==> config.mk <==
export PLATFORM = sky130hd
export DESIGN_NAME = wdr_ctrl
export DESIGN_NICKNAME = d
export VERILOG_FILES = /design/src/hdl/wdr_pkg.sv /design/src/hdl/wdr_ctrl.sv
export SDC_FILE = /design/constraint.sdc
export NUM_CORES = 1
export LEC_CHECK = 0
export BUFFER_PORTS_ARGS = -buffer_cell sky130_fd_sc_hd__buf_4
export CAP_MARGIN = 30
export CORE_MARGIN = 4
export CORE_UTILIZATION = 30
export CTS_CLUSTER_SIZE = 10
export DETAILED_ROUTE_END_ITERATION = 16
export PLACE_DENSITY = 0.56
export SYNTH_ARGS = -nofsm -noshare
export SYNTH_HDL_FRONTEND = slang
export SYNTH_SLANG_ARGS = --single-unit
==> constraint.sdc <==
create_clock -name clock -period 2.62 [get_ports clock]
set_input_delay 0.524 -clock clock [delete_from_list [all_inputs] [get_ports clock]]
set_output_delay 0.524 -clock clock [all_outputs]
set_load 0.02 [all_outputs]
==> src/hdl/wdr_pkg.sv <==
package wdr_pkg;

   localparam int MAX_SCALE  = 28;
   localparam int MANT_W     = 224;
   localparam int RES_W      = 96;
   localparam int HALF_W     = 16;
   localparam int HALF_COUNT = MANT_W / HALF_W;
   localparam int SCALE_W    = 10;
   localparam int CUR_W      = HALF_W + 4;
   localparam int PROD_W     = 2 * CUR_W;
   localparam int DIV_SHIFT  = 23;
   localparam logic [CUR_W-1:0] DIV_MAGIC = CUR_W'(838861);

   localparam logic [1:0] STATUS_OK      = 2'd0;
   localparam logic [1:0] STATUS_POS_OVF = 2'd1;
   localparam logic [1:0] STATUS_NEG_OVF = 2'd2;

   typedef struct packed {
      logic [31:0] mant_word0;
      logic [31:0] mant_word1;
      logic [31:0] mant_word2;
      logic [31:0] mant_word3;
      logic [31:0] mant_word4;
      logic [31:0] mant_word5;
      logic [31:0] mant_word6;
      logic [7:0]  in_scale;
      logic        in_sign;
   } req_type;

   typedef struct packed {
      logic [31:0] res_low;
      logic [31:0] res_mid;
      logic [31:0] res_high;
      logic [4:0]  res_scale;
      logic        res_sign;
      logic [1:0]  status;
   } rsp_type;

   typedef enum logic [1:0] {
      ST_IDLE,
      ST_TEST,
      ST_DIV,
      ST_FINISH
   } state_type;

   typedef struct packed {
      logic load;
      logic div_step;
      logic div_last;
      logic finish;
   } cmd_type;

   typedef struct packed {
      logic loop_go;
      logic out_free;
   } stat_type;

endpackage

==> src/hdl/wdr_ctrl.sv <==
module wdr_ctrl (
   input  logic              clock,
   input  logic              reset,
   input  logic              req_valid,
   output logic              req_ready,
   input  wdr_pkg::stat_type stat,
   output wdr_pkg::cmd_type  cmd
);
   import wdr_pkg::*;

   state_type state_ff, state_in;
   logic [3:0] count_ff, count_in;
   logic       last;

   assign last = (count_ff == 4'(HALF_COUNT - 1));

   always_comb begin
      state_in = state_ff;
      unique case (state_ff)
         ST_IDLE: begin
            if (req_valid) state_in = ST_TEST;
         end
         ST_TEST: begin
            state_in = stat.loop_go ? ST_DIV : ST_FINISH;
         end
         ST_DIV: begin
            if (last) state_in = ST_TEST;
         end
         ST_FINISH: begin
            if (stat.out_free) state_in = ST_IDLE;
         end
         default: state_in = ST_IDLE;
      endcase
   end

   always_comb begin
      cmd       = '0;
      req_ready = 1'b0;
      count_in  = count_ff;
      unique case (state_ff)
         ST_IDLE: begin
            req_ready = 1'b1;
            cmd.load  = req_valid;
         end
         ST_TEST: begin
            count_in = '0;
         end
         ST_DIV: begin
            cmd.div_step = 1'b1;
            cmd.div_last = last;
            count_in     = count_ff + 4'd1;
         end
         ST_FINISH: begin
            cmd.finish = stat.out_free;
         end
         default: begin
            count_in = '0;
         end
      endcase
   end

   always_ff @(posedge clock) begin
      if (reset) begin
         state_ff <= ST_IDLE;
         count_ff <= '0;
      end else begin
         state_ff <= state_in;
         count_ff <= count_in;
      end
   end

endmodule

---- Word level (Yosys, flattened, before mapping) ----
Index checks and enable logic that the tools add are counted.
storage, ports and cells
  register bits after elaboration ......... 6
  input bits .............................. 5
  output and inout bits ................... 5
  word-level logic and storage cells ...... 23
operators by class
  $add $sub $neg .......................... 1
  equality and inequality tests ........... 7
  multiplexer cells ....................... 10
  reductions and logical operators ........ 3
operator list
  operator               count
  $mux W2                4
  $pmux W2 S4            1
  $pmux W4 S2            1
  $ne A2 B2 Y1 const B   3
  $add A4 B1 Y4 const B  1
  $eq A2 B2 Y1 const B   2
  $eq A4 B4 Y1 const B   1
  $mux W1                4
  $reduce_and A3 Y1      1
  $eq A2 B1 Y1 const B   1
  $logic_not A2 Y1       1
  $reduce_bool A2 Y1     1

---- Logic depth before layout (Yosys ltp) ----
Gate-level depths: netlist (run 1).
  depth after elaboration ................. 3
  depth in mapped cells ................... 5
  gate-level depth less buffers ........... 5

---- Worst setup path before layout (run 1) ----
OpenSTA, ideal clock, no wires.
  path type ............................... reg-to-output
  start ................................... reg state_ff[0]
  end ..................................... out cmd[1] in the netlist's numbering
  arrival time ............................ 1.131 ns
  data required time ...................... 2.096 ns
  slack ................................... 0.965 ns
  cell stages (with the launch flop) ...... 5
  path buffers ............................ 0
  cell sequence ........................... dfxtp_1 > inv_1 > ha_1 > inv_1 > nor2_1
RTL lines
  element                   line            source
  start: declaration        wdr_ctrl.sv:11  state_type state_ff, state_in;
  start signal: assignment  wdr_ctrl.sv:67  state_ff <= state_in;
  end: declaration          wdr_ctrl.sv:7   output wdr_pkg::cmd_type cmd

==> impl_metrics.yaml, run 1 <==
outcome:
  status: "finished clean"
detailed_routing:
  via_per_inst: 4.71
  vias: 339
  wl_per_cell_um: 10.8
  ant_nets: 0
  initialDrtViolationCount: 9
  first_pass_iters: 6
  routed_wirelength_um: 776
  drt_drc_violations_left: 0
setup_path:
  reg2reg_slack_ns: 1.11
  crit_type: "register to output port"
  crit_chain: "inv_1 -> ha_1 -> inv_1 -> nor2_1 -> buf_4"
  reg2reg_depth: 4
  worst-endpoint-arrival_ns: 1.28
  path_common_cell: "inv_1"
  slowest_delay_ns: 0.33
  crit_start: "state_ff[0]$_SDFFE_PP0P_"
  startpoint_type: "register"
  crit_fanout: 7
  required_ns: 2.10
  r2r-end: "state_ff[1]$_SDFFE_PP0P_"
  slowest_stage: "dfxtp_1"
  end_kind: "output port"
  rr_startpoint: "state_ff[0]$_SDFFE_PP0P_"
sta:
  fin_crit_ns: 1.80
  max_slew_margin: 0.667
  worst_slew_pin_slew_ns: 0.500
  fin_crit_sh: 0.688
  tns_ns: 0
  setup_viol: 0
  finClkSkew_ns: 0.00350
  whs_ns: 0.494
  final_hold_viol_count: 0
  fmax_mhz: 554
  maxSlewViolCount: 0
  grt_setup_unrepaired: "no"
final_layout:
  diodes: 0
  drive_gt1_frac: 0.224
  area_growth_syn_to_layout_pct: 26.1
  n_fill_cell: 125
  nets: 71
grt:
  antenna_found_initial: 0
  grt_pass1_vias: 296
  grt_util_all_layers: 0.0878
  overflow: 0
  grt_pass1_wl_um: 1230
  grt_max_degree: 10
worst_hold_path:
  worstHoldPathCells: 2
  hold_class: "register to register"
  hp-start: "count_ff[3]$_SDFFE_PP0P_"
  holdPathEnd: "count_ff[3]$_SDFFE_PP0P_"
logic_synthesis:
  netlist_area_um2: 398
  synth_top_cell_area_share: 0.302
  avgSynthCellArea_um2: 8.47
  netlist_top_cells_area: "dfxtp_1 30%, ha_1 19%, inv_1 6.6%, nand2b_1 6.3%, mux2i_1 5.0%"
  synth_most_common_cell: "inv_1"
  ys_types: 19
  synth_top_cell_by_area: "dfxtp_1"
  synth_edf_count: 0
  synth_ff_type: "dfxtp_1"
  syn_nets: 58
  ys.warnings.count: 0
  ys_seq_area_frac: 0.302
  ys_ff_latch: 6
  async_flop_share: 0
  synthTopCellsByCount: "7 x inv_1, 6 x dfxtp_1, 6 x ha_1, 4 x nand2b_1, 3 x a21oi_1"
  synthCells: 47
cts:
  cts_root_buffer: "clkbuf_4"
  cts_inserted_buffers: 3
  htreeDepth: 1
  cts_buffer_depth: 2
  post-cts-setup-buffer-count: 0
  tritoncts: "done"
  hold_buffers: 0
  clk_pin_slew_ns: 0.05
  cts-resized-gates: 0
  clk_latency_ns: 0.24
  clock_sinks: 6
placed_design:
  dpl.hpwl_um: 600
  gp_congestion: 0.770
  port-buffer-count: 9
die:
  initial_core_util: 0.340
  coreArea_mm2: 0.00117
  die_w_um: 44.4
  die-area_mm2: 0.00197
  pin_count: 10
  dieHeight_um: 44.4
  core.rowCount: 12
pwr:
  power_w: 0.000424
  p_leak_nw: 0.231
  vdd_ir_drop_max_mv: 0.302
  p_per_area_mw_per_mm2: 845
job:
  max_cap_viol_count: 0
==> where the power goes <==
part | switching [W] | internal, W | leakage [nW]
combinational | 0.000123 | 0.0000936 | 0.168
clock | 0.0000324 | 0.0000518 | 0.0138
sequential | 0.0000157 | 0.000107 | 0.0488
total | 0.000171 | 0.000253 | 0.231
==> kinds of logic after synthesis <==
group,Yosys count,share of synthesized area
simple gates,17,0.245
buf+inv,8,0.0755
compound gates,7,0.110
fa+ha+maj,6,0.189
flops,6,0.302
mux,3,0.0786
==> metrics by stage <==
stage | worst slack (ns) | cell area, um2 | utilization | std cells
after floorplan | 0.965 | 398 | - | 47
after global placement | 1.11 | 479 | 0.409 | 69
after detailed placement | 1.10 | 479 | 0.409 | 69
after CTS | 0.811 | 502 | 0.428 | 72
after global routing | 0.697 | 502 | 0.428 | 72
final | 0.817 | 502 | 0.428 | 72
==> state kept, by name (all words and copies together) (netlist names) <==
name	count
count_ff	4
state_ff	2
==> worst max-delay path: cells and delay by family, from the launching register on <==
kind                     cells  cell delay (ns)
buffers and inverters        3             0.30
adder cells (fa/ha/maj)      1             0.29
AND/OR/NAND/NOR              1             0.11
flip-flops                   1             0.33
==> final cells by class <==
type                       count  area, um2  share of cell area
multi-input combinational     33        248               0.494
sequential                     6        120               0.239
timing repair buffer           9       67.6               0.135
inverter                       7       26.3              0.0524
clock buffer                   3       22.5              0.0449
tap                           14       17.5              0.0349
==> how the worst max path moves through the flow <==
stage	to	slack, ns	cells past startpoint
global placement	state_ff[0]$_SDFFE_PP0P_	1.11	4
detailed placement	cmd[1]	1.10	5
CTS	cmd[1]	0.81	5
floorplan	cmd[1]	0.96	4
global route	cmd[1]	0.70	5
finish	cmd[1]	0.82	5
==> metal layers <==
metal  vias up  part of all wire  global-route usage  wire, um
met1       146              0.49               0.113       383
li1        182                 -                   -         -
met5         -                 0                   0         0
met4         0             0.013              0.0723        10
met3         2             0.082              0.0244        64
met2         9              0.41               0.119       318
==> cell usage in the layout (no fill, tap or decap), types with 2 or more instances in the layout <==
cell type / count
a21oi_1: 3
and2_1: 2
buf_4: 9
clkbuf_4: 3
dfxtp_1: 6
ha_1: 6
inv_1: 7
mux2i_1: 2
nand2_1: 2
nand2b_1: 4
nand3_1: 2
nor2_1: 2
nor2b_1: 2
o21ai_0: 2
(Power assumes the default switching activity.)
==> run 2: changes to the inputs <==
--- a/config.mk
+++ b/config.mk
@@ -11,7 +11,7 @@
 export CORE_UTILIZATION = 30
 export CTS_CLUSTER_SIZE = 10
 export DETAILED_ROUTE_END_ITERATION = 16
-export PLACE_DENSITY = 0.56
+export PLACE_DENSITY = 0.58
 export SYNTH_ARGS = -nofsm -noshare
 export SYNTH_HDL_FRONTEND = slang
 export SYNTH_SLANG_ARGS = --single-unit
==> constraint.sdc (replaced) <==
create_clock -name clock -period 1.62 [get_ports clock]
set_input_delay 0.324 -clock clock [delete_from_list [all_inputs] [get_ports clock]]
set_output_delay 0.324 -clock clock [all_outputs]
set_load 0.02 [all_outputs]
==> impl_metrics.yaml, run 2 (synthesis results as in run 1) <==
outcome:
  status: "finished clean"
die:
  dieHeight_um: 44.4
  core.rowCount: 12
  initial_core_util: 0.340
  pin_count: 10
  die_w_um: 44.4
  coreArea_mm2: 0.00117
  die-area_mm2: 0.00197
sta:
  setup_slack_ns: 0.108
  finClkSkew_ns: 0.00455
  final_hold_viol_count: 0
  maxSlewViolCount: 0
  setup_viol: 0
  grt_setup_unrepaired: "no"
  fin_crit_sh: 0.933
  fmax_mhz: 661
  fin_crit_ns: 1.51
  worst_slew_pin_slew_ns: 0.516
  whs_ns: 0.306
  tns_ns: 0
  max_slew_margin: 0.656
final_layout:
  final_common_cell: "buf_4"
  diodes: 0
  mostFrequentLayoutCells: "10 x buf_4, 7 x inv_1, 5 x ha_1"
  area_growth_syn_to_layout_pct: 31.8
  nets: 72
  top_register: "count_ff"
  largest_reg_flops: 4
  reg.largest.list: "count_ff x4, state_ff x2"
  final_area_um2: 524
  drive_gt1_frac: 0.288
detailed_routing:
  first_pass_iters: 4
  ant_nets: 0
  initialDrtViolationCount: 14
  via_per_inst: 4.92
  wl_per_cell_um: 10.8
  drt_drc_violations_left: 0
  vias: 359
  routed_wirelength_um: 786
cts:
  post-cts-setup-buffer-count: 0
  htreeDepth: 1
  clk_latency_ns: 0.24
  cts_root_buffer: "clkbuf_4"
  cts-resized-gates: 1
  clock_sinks: 6
  clk_pin_slew_ns: 0.05
  cts_inserted_buffers: 3
  cts_buffer_depth: 2
  hold_buffers: 0
  tritoncts: "done"
grt:
  overflow: 0
  antenna_found_initial: 0
  grt_pass1_vias: 321
  grt_pass1_wl_um: 1240
  grt_util_all_layers: 0.0849
  grt_max_degree: 10
pwr:
  power_w: 0.000712
  vdd_ir_drop_max_mv: 0.628
  p_leak_nw: 0.237
  p_per_area_mw_per_mm2: 1360
placed_design:
  dpl-instance-area_um2: 487
  pre_cts_ws_ns: 0.0873
  dpl.hpwl_um: 649
  gp_congestion: 0.784
  port-buffer-count: 9
setup_path:
  startpoint_type: "register"
  end_kind: "output port"
  crit_fanout: 4
  crit_type: "register to output port"
  required_ns: 1.30
  worst-endpoint-arrival_ns: 1.19
worst_hold_path:
  hold_class: "input port to register"
job:
  max_cap_viol_count: 0
-- run 2: path summary, 6_finish.rpt --
path                       startpoint                  endpoint  slack, ns  cells past startpoint
max          state_ff[0]$_SDFFE_PP0P_                    cmd[3]       0.11                      4
max reg2reg  state_ff[0]$_SDFFE_PP0P_  state_ff[0]$_SDFFE_PP0P_       0.17                      4
min                             reset  count_ff[1]$_SDFFE_PP0P_       0.31                      2
min reg2reg  state_ff[0]$_SDFFE_PP0P_  state_ff[0]$_SDFFE_PP0P_       0.49                      2
-- run 2: report_power, final --
part | switching, W | internal (W)
Sequential | 0.0000268 | 0.000179
Combinational | 0.000206 | 0.000166
Clock | 0.0000514 | 0.0000836
-- run 2: critical path, stage by stage, from the launching register on --
cell	delay (ns)
dfxtp_2	0.34
inv_1	0.09
ha_1	0.24
and2_1	0.14
buf_4	0.15
-- run 2: through the flow --
step,util,cells
floorplan,-,47
global placement,0.416,70
detailed placement,0.416,70
CTS,0.437,73
global route,0.448,73
finish,0.448,73
-- run 2: area by class of cell --
cell class	count	area [um2]
Clock buffer	3	22.5
Fill cell	126	647
Timing Repair Buffer	10	75.1
Tap cell	14	17.5
Multi-Input combinational cell	33	260
Inverter	7	26.3
Sequential cell	6	123
-- run 2: per-layer routing --
| layer | up-vias | GRT usage | share of wire |
|---|---|---|---|
| met1 | 164 | 0.109 | 0.45 |
| met2 | 11 | 0.131 | 0.47 |
| li1 | 184 | - | - |
| met3 | 0 | 0.0325 | 0.085 |
| met4 | 0 | 0.0241 | 0 |
| met5 | - | 0 | 0 |
==> run 3: changes to the inputs <==
--- a/config.mk
+++ b/config.mk
@@ -7,7 +7,7 @@
 export LEC_CHECK = 0
 export BUFFER_PORTS_ARGS = -buffer_cell sky130_fd_sc_hd__buf_4
 export CAP_MARGIN = 30
-export CORE_MARGIN = 4
+export CORE_MARGIN = 2
 export CORE_UTILIZATION = 30
 export CTS_CLUSTER_SIZE = 10
 export DETAILED_ROUTE_END_ITERATION = 16
==> impl_metrics.yaml, run 3 (synthesis results as in run 1) <==
sta:
  max_slew_margin: 0.825
  fin_crit_ns: 1.56
  setup_slack_ns: 0.0635
  fin_crit_sh: 0.961
  tns_ns: 0
  worst_slew_pin_slew_ns: 0.263
  finClkSkew_ns: 0.00194
  setup_viol: 0
  grt_setup_unrepaired: "yes"
  maxSlewViolCount: 0
  fmax_mhz: 642
  final_hold_viol_count: 0
pwr:
  p_int_w: 0.000438
  switching_share: 0.394
  p_per_area_mw_per_mm2: 1380
  p_sw_w: 0.000285
  vdd_ir_drop_max_mv: 0.512
  p_leak_nw: 0.236
  clkPwrFrac: 0.185
  combPwrFrac: 0.529
  seqPwrFrac: 0.286
final_layout:
  area_growth_syn_to_layout_pct: 31.8
  diodes: 0
  mostFrequentLayoutCells: "10 x buf_4, 7 x inv_1, 5 x ha_1, 5 x dfxtp_1, 4 x nand2b_1"
  largest_reg_flops: 4
  final_common_cell: "buf_4"
  top_register: "count_ff"
  nets: 72
  reg.largest.list: "count_ff x4, state_ff x2"
  drive_gt1_frac: 0.271
  fin_util: 0.413
grt:
  grt_pass1_vias: 311
  grt_util_all_layers: 0.115
  overflow: 0
  antenna_found_initial: 0
  grt_max_degree: 10
  grt_pass1_wl_um: 1240
setup_path:
  startpoint_type: "register"
  critical_path.top_delay_family: "flip-flops"
  slowest_stage: "dfxtp_1"
  crit_fanout: 4
  path_buf_inv: 2
  crit_chain: "inv_1 -> ha_1 -> and2_1 -> buf_4"
  crit_type: "register to output port"
  slowest_delay_ns: 0.40
  worst-endpoint-arrival_ns: 1.23
  required_ns: 1.30
  end_kind: "output port"
cts:
  clk_latency_ns: 0.24
  htreeDepth: 1
  clk_pin_slew_ns: 0.05
  cts_root_buffer: "clkbuf_4"
  cts_inserted_buffers: 3
  hold_buffers: 0
  clock_sinks: 6
  tritoncts: "done"
  cts_buffer_depth: 2
detailed_routing:
  drt_drc_violations_left: 0
  top_layer_used: "met3"
  initialDrtViolationCount: 4
  wl_met3_um: 40
  ant_nets: 0
  wl_per_cell_um: 9.89
  first_pass_iters: 4
  vias: 345
  via_per_inst: 4.66
  routed_wirelength_um: 732
  wl_met1_um: 329
  wl_met2_um: 361
die:
  dieHeight_um: 40.4
  die_w_um: 40.4
  coreArea_mm2: 0.00127
  die-area_mm2: 0.00163
  pin_count: 10
  core.rowCount: 13
  initial_core_util: 0.314
placed_design:
  dpl.hpwl_um: 604
  pre_cts_ws_ns: 0.0518
  gp_congestion: 0.739
  port-buffer-count: 9
job:
  max_cap_viol_count: 0
worst_hold_path:
  hold_class: "input port to register"
outcome:
  status: "finished clean"
## run 3: cell types whose count changed in the layout (fill, tap and decap cells not counted)
cell     before  now
dfxtp_1       4    5
dfxtp_2       2    1
## run 3: repair_timing
item                                    in CTS  in global routing
pin swaps                                    0                  1
buffers inserted                             0                  1
endpoints found under the setup margin       1                  5
gates resized for setup                      1                  2
## run 3: final timing paths
check / startpoint / end / cells past startpoint / slack [ns]
max: state_ff[1]$_SDFFE_PP0P_ / cmd[3] / 4 / 0.06
min: reset / count_ff[0]$_SDFFE_PP0P_ / 2 / 0.31
max reg2reg: state_ff[1]$_SDFFE_PP0P_ / count_ff[3]$_SDFFE_PP0P_ / 5 / 0.13
min reg2reg: count_ff[1]$_SDFFE_PP0P_ / count_ff[1]$_SDFFE_PP0P_ / 2 / 0.49
## run 3: per-layer routing
| layer | up-vias | track usage |
|---|---|---|
| li1 | 183 | - |
| met5 | - | 0 |
| met4 | 0 | 0.0500 |
| met2 | 7 | 0.198 |
| met3 | 0 | 0.0333 |
| met1 | 155 | 0.130 |
## run 3: area by class of cell
class | instances | area [um2]
tap | 15 | 18.8
inverter | 7 | 26.3
multi-input combinational | 33 | 260
sequential | 6 | 121
clock buffer | 3 | 22.5
fill | 130 | 744
timing repair buffer | 10 | 75.1
## run 3: power by group through the flow
| stage | Clock (W) | Sequential (W) | Combinational [W] |
|---|---|---|---|
| after floorplan | 0 | 0.000197 | 0.000250 |
| after global placement | 0 | 0.000202 | 0.000345 |
| after detailed placement | 0 | 0.000204 | 0.000349 |
| after CTS | 0.000141 | 0.000201 | 0.000353 |
| after global routing | 0.000150 | 0.000212 | 0.000431 |
| final | 0.000133 | 0.000207 | 0.000382 |
## run 3: per-stage QoR
step           std cells  hold slack, ns  power, W  area (um2)
6_report              74           0.308  0.000723         524
3_5_place_dp          70           0.490  0.000553         480
3_3_place_gp          70           0.493  0.000547         480
2_1_floorplan         47           0.458  0.000447         398
4_1_cts               73           0.302  0.000696         505
5_1_grt               74           0.321  0.000792         524
